<file path="src/hdl/wism_pkg.sv">
`default_nettype none

package wism_pkg;

  // Template entry layout, low bits first.
  localparam int ENTRY_W        = 60;
  localparam int NUM_ENTRY_REGS = 4;
  localparam int NUM_FIELDS     = 7;
  localparam int MASK_LSB       = 53;
  localparam int START_W        = 20;
  localparam int CFG_IDX_W      = 3;
  localparam int LEN_W          = 3;

  // Configuration register indexes.
  localparam logic [CFG_IDX_W-1:0] CFG_ENTRY_0 = 3'd0;
  localparam logic [CFG_IDX_W-1:0] CFG_ENTRY_1 = 3'd1;
  localparam logic [CFG_IDX_W-1:0] CFG_ENTRY_2 = 3'd2;
  localparam logic [CFG_IDX_W-1:0] CFG_ENTRY_3 = 3'd3;
  localparam logic [CFG_IDX_W-1:0] CFG_LENGTH  = 3'd4;

  localparam logic [LEN_W-1:0] LEN_RESET = 3'd1;

  typedef struct packed {
    logic [6:0]         opcode;
    logic [2:0]         funct3;
    logic [6:0]         funct7;
    logic [4:0]         rs1;
    logic [4:0]         rs2;
    logic [4:0]         rd;
    logic signed [20:0] imm;
  } instr_t;

  // Per-cell control, shared by every cell in the row.
  typedef struct packed {
    logic adv;    // an instruction transfers this cycle
    logic clear;  // it opens a new program
  } cell_ctl_t;

  // Masked compare of one instruction against one template entry.
  function automatic logic entry_match(input logic [ENTRY_W-1:0] ent, input instr_t x);
    logic [NUM_FIELDS-1:0] eq;
    logic [NUM_FIELDS-1:0] msk;
    eq[0] = (ent[6:0]   == x.opcode);
    eq[1] = (ent[9:7]   == x.funct3);
    eq[2] = (ent[16:10] == x.funct7);
    eq[3] = (ent[21:17] == x.rs1);
    eq[4] = (ent[26:22] == x.rs2);
    eq[5] = (ent[31:27] == x.rd);
    eq[6] = (ent[52:32] == x.imm);
    msk   = ent[MASK_LSB +: NUM_FIELDS];
    return &(eq | ~msk);
  endfunction

endpackage

`default_nettype wire

</file>
<file path="src/hdl/wism_if.sv">
`default_nettype none

interface wism_in_if;
  logic               valid;
  logic               ready;
  logic               program_start;
  logic [6:0]         instr_opcode;
  logic [2:0]         instr_funct3;
  logic [6:0]         instr_funct7;
  logic [4:0]         instr_rs1;
  logic [4:0]         instr_rs2;
  logic [4:0]         instr_rd;
  logic signed [20:0] instr_imm;

  modport source (
    output valid, program_start, instr_opcode, instr_funct3, instr_funct7,
           instr_rs1, instr_rs2, instr_rd, instr_imm,
    input  ready
  );
  modport sink (
    input  valid, program_start, instr_opcode, instr_funct3, instr_funct7,
           instr_rs1, instr_rs2, instr_rd, instr_imm,
    output ready
  );
endinterface

interface wism_out_if;
  logic        valid;
  logic        ready;
  logic        match_found;
  logic [19:0] match_start;

  modport source (
    output valid, match_found, match_start,
    input  ready
  );
  modport sink (
    input  valid, match_found, match_start,
    output ready
  );
endinterface

`default_nettype wire

</file>
<file path="src/hdl/wism_cell.sv">
`default_nettype none

module wism_cell import wism_pkg::*; #(
  parameter bit FIRST = 1'b0,
  parameter bit LAST  = 1'b0
) (
  input  wire logic               clk_i,
  input  wire logic               rst_ni,
  input  wire cell_ctl_t          ctl_i,
  input  wire logic               prev_i,   // left neighbor's stored bit
  input  wire instr_t             instr_i,
  input  wire logic [ENTRY_W-1:0] entry_i,
  output logic                    hit_o,    // prefix 0..k ends at this instruction
  output logic                    p_o       // stored bit handed to the right neighbor
);

  logic m;

  assign m = entry_match(entry_i, instr_i);

  generate
    if (FIRST) begin : g_first
      assign hit_o = m;
    end else begin : g_link
      // a new program drops whatever the neighbor carried
      assign hit_o = m & prev_i & ~ctl_i.clear;
    end

    if (LAST) begin : g_tail
      assign p_o = 1'b0;
    end else begin : g_hold
      logic p_q;
      always_ff @(posedge clk_i or negedge rst_ni) begin
        if (!rst_ni) begin
          p_q <= 1'b0;
        end else if (ctl_i.adv) begin
          p_q <= hit_o;
        end
      end
      assign p_o = p_q;
    end
  endgenerate

endmodule

`default_nettype wire

</file>
<file path="src/hdl/wildcard_instruction_sequence_matcher_top.sv">
`default_nettype none

// Wildcard instruction sequence matcher.
// Input channel in_i carries one decoded instruction per transfer; program_start
// marks the first instruction of a program and clears the partial matches and
// the instruction index. Output channel out_o carries one result per input
// transfer: match_found and match_start, the index where the occurrence began
// (zero when nothing matched).
// The user must load the template (four entries plus length) via the write port
// cfg_we_i/cfg_idx_i/cfg_data_i while no instruction is in flight (not enforced).
// Latency: a result appears on out_o the cycle after its input transfer.
// Throughput: one instruction per cycle while the receiver keeps up. Each cycle
// every cell does its masked compare, and all but the first combine it with the
// left neighbor's stored prefix bit; that single compare-and-shift sets the rate.
// When the receiver stalls the result holds in the output register, and the
// input keeps accepting as long as that register is freed in the same cycle.
// Reset: empty output register, no partial matches, index zero, all template
// fields wildcard, pattern length one.

module wildcard_instruction_sequence_matcher_top import wism_pkg::*; #(
  parameter int MAX_PATTERN = 4,
  parameter int INDEX_BITS  = 20
) (
  input  wire logic                 clk_i,
  input  wire logic                 rst_ni,
  input  wire logic                 cfg_we_i,
  input  wire logic [CFG_IDX_W-1:0] cfg_idx_i,
  input  wire logic [ENTRY_W-1:0]   cfg_data_i,
  wism_in_if.sink                   in_i,
  wism_out_if.source                out_o
);

  localparam int PW   = (MAX_PATTERN > 1) ? MAX_PATTERN - 1 : 1;
  localparam int LM_W = (MAX_PATTERN > 8) ? 4 : 3;

  // Template registers.
  logic [ENTRY_W-1:0] entry_q [NUM_ENTRY_REGS];
  logic [LEN_W-1:0]   len_q;

  always_ff @(posedge clk_i or negedge rst_ni) begin
    if (!rst_ni) begin
      for (int i = 0; i < NUM_ENTRY_REGS; i++) entry_q[i] <= '0;
      len_q <= LEN_RESET;
    end else if (cfg_we_i) begin
      case (cfg_idx_i)
        CFG_ENTRY_0: entry_q[0] <= cfg_data_i;
        CFG_ENTRY_1: entry_q[1] <= cfg_data_i;
        CFG_ENTRY_2: entry_q[2] <= cfg_data_i;
        CFG_ENTRY_3: entry_q[3] <= cfg_data_i;
        CFG_LENGTH:  len_q      <= cfg_data_i[LEN_W-1:0];
        default: ;  // drop writes to unknown indexes
      endcase
    end
  end

  // Handshake: the output register frees itself when its result transfers.
  logic out_valid_q;
  logic in_acc;
  cell_ctl_t ctl;

  assign in_i.ready = ~out_valid_q | out_o.ready;
  assign in_acc     = in_i.valid & in_i.ready;
  assign ctl.adv    = in_acc;
  assign ctl.clear  = in_i.program_start;

  instr_t instr;
  assign instr.opcode = in_i.instr_opcode;
  assign instr.funct3 = in_i.instr_funct3;
  assign instr.funct7 = in_i.instr_funct7;
  assign instr.rs1    = in_i.instr_rs1;
  assign instr.rs2    = in_i.instr_rs2;
  assign instr.rd     = in_i.instr_rd;
  assign instr.imm    = in_i.instr_imm;

  // Row of cells; cell k owns template entry k and, except the last, prefix bit k.
  logic [MAX_PATTERN-1:0] hit;
  logic [PW-1:0]          part;

  generate
    if (MAX_PATTERN == 1) begin : g_nopart
      assign part = '0;
    end
    for (genvar k = 0; k < MAX_PATTERN; k++) begin : g_cell
      logic [ENTRY_W-1:0] ent;
      logic               prev;
      logic               p;
      if (k < NUM_ENTRY_REGS) begin : g_ent
        assign ent = entry_q[k];
      end else begin : g_wild
        assign ent = '0;  // entries past the registers match anything
      end
      if (k == 0) begin : g_head
        assign prev = 1'b1;
      end else begin : g_chain
        assign prev = part[k-1];
      end
      if (k < MAX_PATTERN - 1) begin : g_out
        assign part[k] = p;
      end

      wism_cell #(
        .FIRST (k == 0),
        .LAST  (k == MAX_PATTERN - 1)
      ) u_cell (
        .clk_i   (clk_i),
        .rst_ni  (rst_ni),
        .ctl_i   (ctl),
        .prev_i  (prev),
        .instr_i (instr),
        .entry_i (ent),
        .hit_o   (hit[k]),
        .p_o     (p)
      );
    end
  endgenerate

  // Effective length minus one: zero acts as one, clamp at the row size.
  logic [LM_W-1:0] len_m1;
  always_comb begin
    int lm;
    lm = int'(len_q);
    if (lm < 1) lm = 1;
    if (lm > MAX_PATTERN) lm = MAX_PATTERN;
    len_m1 = LM_W'(lm - 1);
  end

  logic found;
  always_comb begin
    found = 1'b0;
    for (int k = 0; k < MAX_PATTERN; k++) begin
      if (int'(len_m1) == k) found = hit[k];
    end
  end

  // Instruction index, restarted by program_start.
  logic [INDEX_BITS-1:0] idx_q;
  logic [INDEX_BITS-1:0] cur_idx;
  logic [INDEX_BITS-1:0] start_idx;

  assign cur_idx   = in_i.program_start ? '0 : idx_q;
  assign start_idx = cur_idx - INDEX_BITS'(len_m1);

  always_ff @(posedge clk_i or negedge rst_ni) begin
    if (!rst_ni) begin
      idx_q <= '0;
    end else if (in_acc) begin
      idx_q <= cur_idx + INDEX_BITS'(1);
    end
  end

  // Output register.
  logic               found_q;
  logic [START_W-1:0] start_q;

  always_ff @(posedge clk_i or negedge rst_ni) begin
    if (!rst_ni) begin
      out_valid_q <= 1'b0;
    end else if (in_acc) begin
      out_valid_q <= 1'b1;
    end else if (out_o.ready) begin
      out_valid_q <= 1'b0;
    end
  end

  always_ff @(posedge clk_i) begin
    if (in_acc) begin
      found_q <= found;
      start_q <= found ? START_W'(start_idx) : '0;
    end
  end

  assign out_o.valid       = out_valid_q;
  assign out_o.match_found = found_q;
  assign out_o.match_start = start_q;

`ifndef SYNTHESIS
  a_restart_index : assert property (@(posedge clk_i) disable iff (!rst_ni)
    (in_acc && in_i.program_start) |=> (idx_q == INDEX_BITS'(1)))
    else $error("index not restarted by program_start");

  a_ready_when_empty : assert property (@(posedge clk_i) disable iff (!rst_ni)
    !out_valid_q |-> in_i.ready)
    else $error("input stalled with empty output register");

  a_result_follows : assert property (@(posedge clk_i) disable iff (!rst_ni)
    in_acc |=> out_valid_q)
    else $error("accepted instruction produced no result");

  a_start_zero : assert property (@(posedge clk_i) disable iff (!rst_ni)
    (out_valid_q && !found_q) |-> (start_q == '0))
    else $error("match_start nonzero without a match");
`endif

endmodule

`default_nettype wire
</file>
<file path="src/flat_wrapper.sv">
// flat-port wrapper written by rule: the top's interface ports become plain ports
module wildcard_instruction_sequence_matcher_top_flat import wism_pkg::*;
#(
  parameter int MAX_PATTERN = 4,
  parameter int INDEX_BITS  = 20
)
  (clk_i, rst_ni, cfg_we_i, cfg_idx_i, cfg_data_i, in_i_valid, in_i_program_start, in_i_instr_opcode, in_i_instr_funct3, in_i_instr_funct7, in_i_instr_rs1, in_i_instr_rs2, in_i_instr_rd, in_i_instr_imm, in_i_ready, out_o_valid, out_o_match_found, out_o_match_start, out_o_ready);
  wism_in_if in_i_i ();
  wism_out_if out_o_i ();
  input  wire logic clk_i;
  input  wire logic rst_ni;
  input  wire logic cfg_we_i;
  input  wire logic [CFG_IDX_W-1:0] cfg_idx_i;
  input  wire logic [ENTRY_W-1:0] cfg_data_i;
  input wire logic [$bits(in_i_i.valid)-1:0] in_i_valid;
  input wire logic [$bits(in_i_i.program_start)-1:0] in_i_program_start;
  input wire logic [$bits(in_i_i.instr_opcode)-1:0] in_i_instr_opcode;
  input wire logic [$bits(in_i_i.instr_funct3)-1:0] in_i_instr_funct3;
  input wire logic [$bits(in_i_i.instr_funct7)-1:0] in_i_instr_funct7;
  input wire logic [$bits(in_i_i.instr_rs1)-1:0] in_i_instr_rs1;
  input wire logic [$bits(in_i_i.instr_rs2)-1:0] in_i_instr_rs2;
  input wire logic [$bits(in_i_i.instr_rd)-1:0] in_i_instr_rd;
  input wire logic [$bits(in_i_i.instr_imm)-1:0] in_i_instr_imm;
  output wire logic [$bits(in_i_i.ready)-1:0] in_i_ready;
  output wire logic [$bits(out_o_i.valid)-1:0] out_o_valid;
  output wire logic [$bits(out_o_i.match_found)-1:0] out_o_match_found;
  output wire logic [$bits(out_o_i.match_start)-1:0] out_o_match_start;
  input wire logic [$bits(out_o_i.ready)-1:0] out_o_ready;
  assign in_i_i.valid = in_i_valid;
  assign in_i_i.program_start = in_i_program_start;
  assign in_i_i.instr_opcode = in_i_instr_opcode;
  assign in_i_i.instr_funct3 = in_i_instr_funct3;
  assign in_i_i.instr_funct7 = in_i_instr_funct7;
  assign in_i_i.instr_rs1 = in_i_instr_rs1;
  assign in_i_i.instr_rs2 = in_i_instr_rs2;
  assign in_i_i.instr_rd = in_i_instr_rd;
  assign in_i_i.instr_imm = in_i_instr_imm;
  assign in_i_ready = in_i_i.ready;
  assign out_o_valid = out_o_i.valid;
  assign out_o_match_found = out_o_i.match_found;
  assign out_o_match_start = out_o_i.match_start;
  assign out_o_i.ready = out_o_ready;
  wildcard_instruction_sequence_matcher_top #(.MAX_PATTERN(MAX_PATTERN), .INDEX_BITS(INDEX_BITS)) u_core (.clk_i(clk_i), .rst_ni(rst_ni), .cfg_we_i(cfg_we_i), .cfg_idx_i(cfg_idx_i), .cfg_data_i(cfg_data_i), .in_i(in_i_i), .out_o(out_o_i));
endmodule
</file>
<file path="config.mk">
export PLATFORM = sky130hd
export DESIGN_NAME = wildcard_instruction_sequence_matcher_top_flat
export DESIGN_NICKNAME = d
export VERILOG_FILES = /design/src/hdl/wism_pkg.sv /design/src/hdl/wism_if.sv /design/src/hdl/wism_cell.sv /design/src/hdl/wildcard_instruction_sequence_matcher_top.sv /design/src/flat_wrapper.sv
export SDC_FILE = /design/constraint.sdc
export NUM_CORES = 1
export LEC_CHECK = 0
export BUFFER_PORTS_ARGS = -buffer_cell sky130_fd_sc_hd__buf_2
export CORE_MARGIN = 4
export CORE_UTILIZATION = 64
export CTS_CLUSTER_SIZE = 20
export DETAILED_ROUTE_END_ITERATION = 12
export GPL_TIMING_DRIVEN = 1
export PLACE_DENSITY = 0.84
export SETUP_SLACK_MARGIN = 0.15
export SYNTH_ARGS = -nofsm -noshare
export SYNTH_HDL_FRONTEND = slang
export SYNTH_SLANG_ARGS = --single-unit
</file>
<file path="constraint.sdc">
create_clock -name clk_i -period 6 [get_ports clk_i]
set_clock_uncertainty 0.05 [all_clocks]
set_input_delay 1.8 -clock clk_i [delete_from_list [all_inputs] [get_ports clk_i]]
set_output_delay 1.8 -clock clk_i [all_outputs]
set_load 0.01 [all_outputs]
</file>
==> summary.md <==
| Metric | Value |
|---|---|
| Slew Viols, Final | 0 |
| Slew @ Worst Pin | 1.05 ns |
| R2r startpoint | u_core.len_q[0] |
| DRT Wirelength | 30400 um |
| Most frequent CP cell | inv_1 |
| PortBufs | 144 |
| GPL Wtd Cong | 0.828 |
| CP max stage delay | 0.53 ns |
| First-pass GRT wire length | 49500 um |
| Hold EP | u_core.idx_q[1] |
| Max Fclk | 227 MHz |
| Total negative setup slack | 0 ns |
| DRT Pass-1 Iters | 4 |
| Clock slew at reported path FFs | 0.06 ns |
| Starting Density | 0.659 |
| Drt initial violations | 410 |
| Final hold vios | 0 |
| Die ar. | 0.0244 mm2 |
| TritonCTS clock tree | done |
| Slowest CP cell | a221oi_1 |
| CP required | 6.23 ns |
| CP Data Arrival Time | 4.62 ns |
| Vias/cell | 5.86 |
| Core ar. | 0.0213 mm2 |
| # fillers | 1401 |
| Unrepaired setup endpoints after global routing | no |
| Mapped cell area | 0.0140 mm2 |
| Netlist cell types | 57 |
| IO Count | 145 |
| Hold Crit Start | u_core.idx_q[1] |
| PostCTS Resize Cnt | 0 |
| GR Util All Layers | 0.251 |
| Initial antenna violation count | 8 |
| Largest net degree at the start of global routing | 120 |
| Die H | 156 um |
| Vias in the first global route | 9525 |
| Later-pin clock latency in the skew report | 0.54 ns |
| Register area share after synthesis | 0.521 |
| Grt ovf | 0 |
| Final period utilization | 0.733 |
| Layout Utilization | 0.756 |
| Via count | 8960 |
| Clock root buffer master | clkbuf_16 |
| Post-cts hold buffer count | 0 |
| Row count | 53 |
| Worst path cell trace | buf_2 -> inv_1 -> nand2_1 -> ha_1 -> inv_1 -> fa_1 -> a221oi_1 -> o211ai_1 -> nand2b_1 -> nor3_1 -> o32a_1 -> nor3_2 |
| Num Clock Sinks | 288 |
| Type of origin of the critical path | input port |
| LEAKAGE | 6.80 nW |
| Synthesized instance count | 1085 |
| Drt wl/cell | 19.9 um |
| Flops & latches, synth | 288 |
| Post-CTS Setup Bufs | 0 |
| Met1 wire length | 13200 um |
| Crit end category | flop |
| Die X | 156 um |
| Max-slew headroom | 0.299 |
| Worst vdd ir | 301 uV |
| Crit-path max FO | 25 |
| Share of cells above drive strength 1 | 0.378 |
| Pwr dens | 350 mW/mm2 |
| Max-Cap Viols | 0 |
| R2r endpoint | u_core.out_o.match_start[16] |
| Min Tclk post-route | 4.40 ns |
| Met3 routed WL | 1550 um |
| Worst Hold Class | flop to flop |
| Worst hold path stage count | 2 |
| YS warnings | 0 |
| Post-route ant nets | 0 |
| Met2 WL | 15000 um |
| CTS buffer count | 30 |
| Ys async rst share | 0.927 |
| Synth Net Count | 1214 |
| Kind of critical path | input port to flop |
| Avg Inst Size Synth | 12.9 um2 |
| Highest Signal Layer | met5 |
| R2R cell count | 11 |
| CTS Buffer Depth | 3 |
| Final HPWL DP | 21100 um |
| Commonest register cell after synthesis | dfrtp_1 |
| Layout net count | 1356 |
| H-tree depth | 1 |
| DRC viols | 0 |
| Area growth syn-to-layout | 14.7% |
| Worst R2R Setup Slack | 2.57 ns |
| Final setup viols | 0 |
| Post-synth EDFFs | 21 |
| Status | completed |
[power by group]
group	internal, mW	leakage [nW]	switching, mW
registers	2.35	3.44	0.269
logic	0.624	2.87	0.564
clock network	1.08	0.488	0.735
total	4.06	6.80	1.57
[synthesized netlist by cell type (5+ instances only)]
cell type,count,area (um2)
dfrtp_1,266,6660
nand2_1,42,158
o41ai_1,8,70.1
nand2b_1,5,31.3
xnor2_1,98,858
nor2b_1,8,50.1
nor3_2,13,130
a211oi_2,6,75.1
o31ai_1,16,120
ha_1,6,75.1
xor2_1,134,1170
a21oi_1,11,55.1
o21ai_0,11,55.1
mux2_2,243,2740
nand3_1,20,100
nor2_1,18,67.6
inv_1,10,37.5
clkbuf_1,38,143
edfxtp_1,21,631
nor3_1,14,70.1
nand4_1,26,163
nor4_1,15,93.8
[through the flow]
stage	area [um2]	power, mW	hold slack (ns)	setup slack [ns]	instances
after floorplan	14000	3.45	0.389	1.46	1085
after global placement	15100	3.76	0.427	1.25	1470
after detailed placement	15100	3.83	0.423	1.12	1470
after CTS	16100	5.67	0.443	1.67	1526
after global routing	16100	5.91	0.470	1.25	1530
final	16100	5.63	0.444	1.60	1530
[worst max-delay path, delay by kind of cell]
kind / cells / cell delay [ns]
AOI/OAI and AO/OA: 3 / 0.99
adders and majority gates: 2 / 0.65
buffers and inverters: 3 / 0.56
and+or+nand+nor: 4 / 0.61
[state kept, by name, indices dropped and copies added (netlist names)]
signal / count
u_core.out_o.valid: 1
u_core.len_q: 3
u_core.out_o.match_start: 20
u_core.out_o.match_found: 1
u_core.g_cell.ent: 240
u_core.idx_q: 20
u_core.g_cell.u_cell.p_o: 3
[cell families after synthesis]
kind of cell               count (synthesis)  synth area share
DFF                                      288             0.521
muxes                                    244             0.196
xor gates and xnor gates                 232             0.145
and+or+nand+nor                          176            0.0703
AOI/OAI and AO/OA                         80            0.0453
buffers and inverters                     57            0.0160
adders and majority gates                  7           0.00677
other                                      1          0.000267
[cells in the final DEF (no fill, tap or decap), types with 4 or more instances in the layout]
cell / count
nand3_1: 20
nor3_1: 14
o31ai_1: 16
o41ai_1: 8
edfxtp_1: 21
nand2_1: 42
nor2_1: 18
a21oi_1: 11
clkbuf_16: 31
clkinv_1: 4
buf_2: 143
nor3_2: 13
nand4_1: 26
xnor2_1: 98
inv_1: 10
clkbuf_8: 8
buf_4: 10
nand2b_1: 5
dfrtp_1: 266
nor4_1: 15
a211oi_2: 6
mux2_2: 243
diode_2: 4
nor2b_1: 8
xor2_1: 134
ha_1: 6
clkbuf_1: 7
clkinv_2: 5
o21ai_0: 11
[per-layer routing]
| metal | vias to the layer above | global-route usage |
|---|---|---|
| met2 | 215 | 0.418 |
| li1 | 4134 | - |
| met5 | - | 0 |
| met3 | 59 | 0.0449 |
| met1 | 4544 | 0.347 |
| met4 | 8 | 0.0657 |
[cell type report]
class | count | area (um2) | area share
Tap cell | 275 | 344 | 0.0214
Timing Repair Buffer | 156 | 846 | 0.0525
Clock buffer | 46 | 912 | 0.0567
Sequential cell | 288 | 7310 | 0.454
Inverter | 11 | 41.3 | 0.00256
Multi-Input combinational cell | 740 | 6560 | 0.408
Antenna cell | 4 | 10.0 | 0.000622
Clock inverter | 10 | 70.1 | 0.00435
[worst max-delay path by stage]
| stage | from | end | slack (ns) | cells past startpoint |
|---|---|---|---|---|
| floorplan | in_i_program_start | u_core.out_o.match_start[16] | 1.46 | 13 |
| global placement | in_i_program_start | u_core.out_o.match_start[16] | 1.25 | 12 |
| detailed placement | in_i_program_start | u_core.out_o.match_start[16] | 1.12 | 12 |
| CTS | in_i_program_start | u_core.out_o.match_start[16] | 1.67 | 12 |
| global route | in_i_program_start | u_core.out_o.match_start[16] | 1.25 | 12 |
| finish | in_i_program_start | u_core.out_o.match_start[16] | 1.60 | 12 |
(Power assumes the default switching activity.)
